===== config.mk =====
export PLATFORM = sky130hd
export DESIGN_NAME = text_descriptor_tokenizer_top
export DESIGN_NICKNAME = d
export VERILOG_FILES = /design/src/rtl/core/tdt_pkg.sv /design/src/rtl/core/tdt_lexer.sv /design/src/rtl/core/text_descriptor_tokenizer_top.sv
export SDC_FILE = /design/constraint.sdc
export NUM_CORES = 1
export LEC_CHECK = 0
export BUFFER_PORTS_ARGS = -buffer_cell sky130_fd_sc_hd__buf_2
export CAP_MARGIN = 30
export CORE_MARGIN = 5
export CORE_UTILIZATION = 45
export CTS_CLUSTER_DIAMETER = 100
export DETAILED_ROUTE_END_ITERATION = 10
export GPL_TIMING_DRIVEN = 0
export PLACE_DENSITY = 0.66
export REMOVE_ABC_BUFFERS = 1
export SLEW_MARGIN = 20
export SYNTH_ARGS = -nofsm -noshare
export SYNTH_HDL_FRONTEND = slang
export SYNTH_HIERARCHICAL = 1
export SYNTH_SLANG_ARGS = --single-unit

===== constraint.sdc =====
create_clock -name clk -period 12.4 [get_ports clk]
set_input_delay 0.62 -clock clk [delete_from_list [all_inputs] [get_ports clk]]
set_output_delay 0.62 -clock clk [all_outputs]
set_load 0.1 [all_outputs]

===== src/rtl/core/tdt_pkg.sv =====
package tdt_pkg;

  localparam int MAX_TOKEN_LENGTH = 255;
  localparam logic [7:0] LEN_CAP =
    8'((MAX_TOKEN_LENGTH < 255) ? MAX_TOKEN_LENGTH : 255);
  localparam logic [30:0] INT_CAP = 31'h7FFF_FFFF;
  localparam int KW_COUNT = 6;

  localparam logic [7:0] CH_SPACE = 8'h20;
  localparam logic [7:0] CH_NL    = 8'h0A;
  localparam logic [7:0] CH_QUOTE = 8'h22;
  localparam logic [7:0] CH_EQ    = 8'h3D;
  localparam logic [7:0] CH_MINUS = 8'h2D;
  localparam logic [7:0] CH_COMMA = 8'h2C;
  localparam logic [7:0] CH_EOF   = 8'h00;
  localparam logic [7:0] CH_UNDER = 8'h5F;

  typedef enum logic [1:0] {
    MODE_IDLE = 2'd0,
    MODE_STR  = 2'd1,
    MODE_ID   = 2'd2,
    MODE_INT  = 2'd3
  } mode_t;

  typedef enum logic [2:0] {
    KIND_INVALID = 3'd0,
    KIND_EOF     = 3'd1,
    KIND_STRING  = 3'd2,
    KIND_IDENT   = 3'd3,
    KIND_INTEGER = 3'd4,
    KIND_EQUALS  = 3'd5,
    KIND_MINUS   = 3'd6,
    KIND_COMMA   = 3'd7
  } kind_t;

  typedef struct packed {
    kind_t       kind;
    logic [30:0] int_value;
    logic [7:0]  length;
    logic [2:0]  kw_class;
    logic        last;
  } tok_t;

  typedef struct packed {
    logic [1:0] count;
    tok_t       tok0;
    tok_t       tok1;
  } lex_out_t;

  // keywords: info, common, page, chars, char, kernings
  localparam logic [3:0] KW_LEN [KW_COUNT] = '{4'd4, 4'd6, 4'd4, 4'd5, 4'd4, 4'd8};
  localparam logic [7:0] KW_TEXT [KW_COUNT][8] = '{
    '{8'h69, 8'h6E, 8'h66, 8'h6F, 8'h00, 8'h00, 8'h00, 8'h00},
    '{8'h63, 8'h6F, 8'h6D, 8'h6D, 8'h6F, 8'h6E, 8'h00, 8'h00},
    '{8'h70, 8'h61, 8'h67, 8'h65, 8'h00, 8'h00, 8'h00, 8'h00},
    '{8'h63, 8'h68, 8'h61, 8'h72, 8'h73, 8'h00, 8'h00, 8'h00},
    '{8'h63, 8'h68, 8'h61, 8'h72, 8'h00, 8'h00, 8'h00, 8'h00},
    '{8'h6B, 8'h65, 8'h72, 8'h6E, 8'h69, 8'h6E, 8'h67, 8'h73}
  };

endpackage


===== src/rtl/core/tdt_lexer.sv =====
module tdt_lexer import tdt_pkg::*; (
  input  logic       clk,
  input  logic       rst_n,
  input  logic       step,
  input  logic [7:0] byte_in,
  output lex_out_t   lex_out
);

  mode_t       mode_r, mode_nxt;
  logic [30:0] acc_r, acc_nxt;
  logic [7:0]  len_r, len_nxt;
  logic [5:0]  mask_r, mask_nxt;

  function automatic logic [5:0] kw_hit(input logic [7:0] pos, input logic [7:0] c);
    logic [5:0] hit;
    hit = '0;
    for (int k = 0; k < KW_COUNT; k++) begin
      hit[k] = (pos < {4'd0, KW_LEN[k]}) && (KW_TEXT[k][pos[2:0]] == c);
    end
    return hit;
  endfunction

  function automatic logic [2:0] kw_class(input logic [5:0] mask, input logic [7:0] len);
    logic [2:0] cls;
    cls = '0;
    for (int k = KW_COUNT - 1; k >= 0; k--) begin
      if (mask[k] && (len == {4'd0, KW_LEN[k]})) begin
        cls = 3'(k + 1);
      end
    end
    return cls;
  endfunction

  always_ff @(posedge clk) begin
    if (!rst_n) begin
      mode_r <= MODE_IDLE;
      acc_r  <= '0;
      len_r  <= '0;
      mask_r <= '1;
    end else if (step) begin
      mode_r <= mode_nxt;
      acc_r  <= acc_nxt;
      len_r  <= len_nxt;
      mask_r <= mask_nxt;
    end
  end

  always_comb begin
    logic        is_num;
    logic        is_alpha;
    logic [7:0]  len_inc;
    logic [34:0] prod;
    logic        e0;
    logic        e1;
    logic        run_idle;
    logic        iemit;
    tok_t        tk0;
    tok_t        tk1;
    tok_t        itk;

    is_num   = (byte_in >= 8'h30) && (byte_in <= 8'h39);
    is_alpha = ((byte_in >= 8'h61) && (byte_in <= 8'h7A)) ||
               ((byte_in >= 8'h41) && (byte_in <= 8'h5A)) || (byte_in == CH_UNDER);
    len_inc  = (len_r == LEN_CAP) ? len_r : 8'(len_r + 8'd1);
    prod     = ({4'd0, acc_r} << 3) + ({4'd0, acc_r} << 1) + {31'd0, byte_in[3:0]};

    mode_nxt = mode_r;
    acc_nxt  = acc_r;
    len_nxt  = len_r;
    mask_nxt = mask_r;
    e0       = 1'b0;
    e1       = 1'b0;
    run_idle = 1'b0;
    iemit    = 1'b0;
    tk0      = '0;
    tk1      = '0;
    itk      = '0;

    case (mode_r)
      MODE_STR: begin
        if (byte_in == CH_QUOTE) begin
          e0 = 1'b1;
          tk0.kind = KIND_STRING;
          tk0.length = len_inc;
          mode_nxt = MODE_IDLE;
        end else if (byte_in == CH_EOF) begin
          e0 = 1'b1;
          tk0.kind = KIND_INVALID;
          tk0.length = len_r;
          e1 = 1'b1;
          tk1.kind = KIND_EOF;
          tk1.length = 8'd1;
          mode_nxt = MODE_IDLE;
        end else begin
          len_nxt = len_inc;
        end
      end
      MODE_ID: begin
        if (is_alpha || is_num) begin
          mask_nxt = mask_r & kw_hit(len_r, byte_in);
          len_nxt  = len_inc;
        end else begin
          e0 = 1'b1;
          tk0.kind = KIND_IDENT;
          tk0.length = len_r;
          tk0.kw_class = kw_class(mask_r, len_r);
          run_idle = 1'b1;
        end
      end
      MODE_INT: begin
        if (is_num) begin
          acc_nxt = (prod > {4'd0, INT_CAP}) ? INT_CAP : prod[30:0];
          len_nxt = len_inc;
        end else begin
          e0 = 1'b1;
          tk0.kind = KIND_INTEGER;
          tk0.int_value = acc_r;
          tk0.length = len_r;
          run_idle = 1'b1;
        end
      end
      default: begin
        run_idle = 1'b1;
      end
    endcase

    if (run_idle) begin
      mode_nxt   = MODE_IDLE;
      itk.length = 8'd1;
      if ((byte_in == CH_SPACE) || (byte_in == CH_NL)) begin
        iemit = 1'b0;
      end else if (byte_in == CH_QUOTE) begin
        mode_nxt = MODE_STR;
        len_nxt  = 8'd1;
      end else if (is_alpha) begin
        mode_nxt = MODE_ID;
        len_nxt  = 8'd1;
        mask_nxt = kw_hit(8'd0, byte_in);
      end else if (is_num) begin
        mode_nxt = MODE_INT;
        len_nxt  = 8'd1;
        acc_nxt  = {27'd0, byte_in[3:0]};
      end else begin
        iemit = 1'b1;
        case (byte_in)
          CH_EQ:    itk.kind = KIND_EQUALS;
          CH_MINUS: itk.kind = KIND_MINUS;
          CH_COMMA: itk.kind = KIND_COMMA;
          CH_EOF:   itk.kind = KIND_EOF;
          default:  itk.kind = KIND_INVALID;
        endcase
      end
      if (e0) begin
        tk1 = itk;
        e1  = iemit;
      end else begin
        tk0 = itk;
        e0  = iemit;
      end
    end

    if (e1) begin
      tk1.last = 1'b1;
    end else if (e0) begin
      tk0.last = 1'b1;
    end

    lex_out.count = {1'b0, e0} + {1'b0, e1};
    lex_out.tok0  = tk0;
    lex_out.tok1  = tk1;
  end

endmodule


===== src/rtl/core/text_descriptor_tokenizer_top.sv =====
// output: tokens of an accepted byte are registered into the result queue and offered from its head
// throughput: one byte per cycle while the result queue holds at most one token;
// a byte that yields two tokens is drained as two transfers from a three-entry result queue
// reset: synchronous active-low rst_n returns the lexer to idle between tokens
// and empties the result queue
module text_descriptor_tokenizer_top import tdt_pkg::*; (
  input  logic        clk,
  input  logic        rst_n,
  input  logic        in_valid,
  output logic        in_ready,
  input  logic [7:0]  in_byte_in,
  output logic        out_valid,
  input  logic        out_ready,
  output logic [2:0]  out_token_kind,
  output logic [30:0] out_int_value,
  output logic [7:0]  out_token_length,
  output logic [2:0]  out_keyword_class,
  output logic        out_last_of_run
);

  lex_out_t   lex_out;
  logic       step;
  logic       pop;
  tok_t       q_r [3];
  tok_t       q_nxt [3];
  logic [1:0] cnt_r, cnt_nxt;

  assign in_ready  = (cnt_r <= 2'd1);
  assign step      = in_valid && in_ready;
  assign out_valid = (cnt_r != 2'd0);
  assign pop       = out_valid && out_ready;

  tdt_lexer u_lexer (
    .clk     (clk),
    .rst_n   (rst_n),
    .step    (step),
    .byte_in (in_byte_in),
    .lex_out (lex_out)
  );

  always_comb begin
    logic [1:0] c;
    q_nxt = q_r;
    c     = cnt_r;
    if (pop) begin
      q_nxt[0] = q_r[1];
      q_nxt[1] = q_r[2];
      c = 2'(cnt_r - 2'd1);
    end
    if (step && (lex_out.count != 2'd0)) begin
      q_nxt[c] = lex_out.tok0;
      if (lex_out.count == 2'd2) begin
        q_nxt[2'(c + 2'd1)] = lex_out.tok1;
      end
    end
    cnt_nxt = step ? 2'(c + lex_out.count) : c;
  end

  always_ff @(posedge clk) begin
    if (!rst_n) begin
      cnt_r <= '0;
    end else begin
      cnt_r <= cnt_nxt;
    end
  end

  always_ff @(posedge clk) begin
    q_r <= q_nxt;
  end

  assign out_token_kind    = q_r[0].kind;
  assign out_int_value     = q_r[0].int_value;
  assign out_token_length  = q_r[0].length;
  assign out_keyword_class = q_r[0].kw_class;
  assign out_last_of_run   = q_r[0].last;

endmodule


==> results.ini <==
[timing]
fin_crit_sh_pct=48.93
finalMaxSlewViolations=0
tightest_slew_ns=0.8336
hold_viol_final=0
setup_ws_ns=6.333
max-slew-margin-rel_pct=44.43
setup_viol=0
finClkSkew_ns=0.01113
grt_setup_unrepaired=no
period_needed_ns=6.067
fmax_mhz=164.8

[routing]
wire_per_inst_um=20.00
ant_nets=0
vias=12600
first_iter_violations=1055
routed_wl_mm=40.08
post_drt_via_cell_ratio=6.285
drt_first_pass_iters=5
drc=0

[outcome]
outcome=finished, final reports clean

[clock_tree]
cts_buffers=17
clk_pin_slew_ns=0.08
post_cts_buffers=0
cts.sinks=187
clockRootBuffer=clkbuf_16
tritoncts=yes
htreeDepth=4
cts_buffer_depth=2
insertion_delay_ns=0.45
ctsResizeCount=0
hold_buffers=0

[layout]
final_cells=2004
final_cell_mix=nand2_1, dfxtp_1, mux2i_1, inv_1, ha_1
final_common_cell=nand2_1
fin_util_pct=48.62
area_growth_pct=6.849
diodes=0
layout-drive-gt1-share_pct=14.79
final.fill_count=2925
nets=1675
fin_area_mm2=0.01530

[logic_synthesis]
syn_inst=1653
yosysWarnings=6
syn_area_mm2=0.01432
synth_edf_count=46
syn-mean-instance-area_um2=8.665
synth.lib_cells_used.distinct=96
synth_ff_type=dfxtp_1
ys_ff_latch=187
async_reset_ff_share_pct=0
yosysSeqAreaShare_pct=29.35

[placed_design]
gp_congestion=0.9111
dp_cells=1972
dp_slack_ns=6.156
port_buffers=59
placed_cell_area_mm2=0.01472
hpwl_mm=28.38

[global_routing]
track_usage_pct=21.95
grt_pass1_wl_mm=65.11
use_met1_pct=30.23
antenna_found_initial=0
grt_pass1_vias=12250
grt.overflow.total=0
grt_max_degree=57
use_met2_pct=35.31
use_met3_pct=3.538
grt-busiest-layer=met2

[floorplan]
rows=65
coreArea_mm2=0.03147
start_util_pct=45.51
dieArea_mm2=0.03550
die_h_um=188.4
chipWidth_um=188.4
ios=60

[worst_setup_path]
cp-start-kind=register
cp_num_buf_inv=8
cpMaxStageDelayCell=dfxtp_1
cp_data_arrival_time_ns=6.40
end_kind=register
crit_required_ns=12.74
path_common_cell=buf_16
critical_path_class=reg2reg
path_delay_family=buffers and inverters
r2r_cells=18
critical-path-max-stage-delay_ns=0.70
worstSetupPathDepth=18
worstPathCellList=inv_1 -> a21oi_4 -> o221ai_2 -> or3_1 -> nand2_1 -> nand2_1 -> ha_1 -> inv_1 -> nor2_1 -> or3_2 -> buf_12 -> clkinv_4 -> buf_16 -> o211ai_4 -> buf_8 -> buf_16 -> buf_16 -> a221oi_1
critPathMaxFanout=56

[power]
leakage_nw=6.017
ir_worst_vdd_mv=0.1765
p_per_area_mw_per_mm2=230.7
power_mw=3.530

[worst_hold_path]
holdPathStages=1
hp-class=reg2reg

[job]
max_cap_viol_count=0

## layer usage
| layer | wire length [um] | share of wire [%] |
|---|---|---|
| met4 | 681 | 1.7 |
| met2 | 18600 | 46 |
| met5 | 0 | 0 |
| met1 | 18530 | 46 |
| met3 | 2273 | 5.7 |
## final timing paths
check	startpoint	to	slack [ns]
max	u_lexer/mode_r[1]	out_int_value[18]	6.33
min	u_lexer/mask_r[1]	u_lexer/mask_r[1]	0.47
max reg2reg	u_lexer/mode_r[1]	out_int_value[18]	6.33
min reg2reg	u_lexer/mask_r[1]	u_lexer/mask_r[1]	0.47
## power by group
| group | total, mW | internal (mW) | switching [mW] |
|---|---|---|---|
| sequential | 0.997 | 0.873 | 0.124 |
| clock | 0.556 | 0.285 | 0.271 |
| combinational | 1.98 | 0.630 | 1.35 |
| total | 3.53 | 1.79 | 1.74 |
## registers in the layout (all words and copies together) (netlist names), 3 cells and up
name	count
out_int_value	31
u_lexer/mask_r	6
out_token_kind	3
out_keyword_class	3
out_token_length	8
q_r	92
u_lexer/len_r	8
u_lexer/acc_r	31
## synth_stat cells, types with 55 or more instances
cell type  instances  area, um2
dfxtp_1          141       2823
buf_4             88      660.6
nand2_1          158      593.1
o21ai_0           56      280.3
nor3_1            65      325.3
inv_1             82      307.8
mux2i_1          102       1021
ha_1              72      900.9
nor2_1            66      247.7
a21oi_1           55      275.3
o21ai_1           57      285.3
a32oi_1           56      490.5
clkbuf_1          57      214.0
nand3_1           63      315.3
## area by class of cell
| class | instances | area [um2] | area share, % |
|---|---|---|---|
| Multi-Input combinational cell | 1206 | 8740 | 57.11 |
| Sequential cell | 187 | 4205 | 27.48 |
| Timing Repair Buffer | 94 | 952.2 | 6.222 |
| Tap cell | 402 | 503.0 | 3.287 |
| Clock buffer | 17 | 425.4 | 2.780 |
| Inverter | 83 | 316.6 | 2.069 |
| Clock inverter | 15 | 161.4 | 1.055 |
## per-stage QoR
| stage | hold WS [ns] | setup TNS [ns] |
|---|---|---|
| 2_1_floorplan | 0.4260 | 0 |
| 3_3_place_gp | 0.4375 | -55.08 |
| 3_5_place_dp | 0.4555 | 0 |
| 4_1_cts | 0.4754 | 0 |
| 5_1_grt | 0.4814 | 0 |
| 6_report | 0.4719 | 0 |
## logic make-up after synthesis
kind of cell	count (synthesis)	share of synthesized area, %
other	1	0.02618
buffers and inverters	300	11.44
AO/OA/AOI/OAI	475	26.29
adder cells (fa/ha/maj)	74	6.569
AND/OR/NAND/NOR	470	16.44
flip-flops	187	29.35
multiplexers	104	7.312
XOR/XNOR	42	2.568
(Power assumes the default switching activity.)
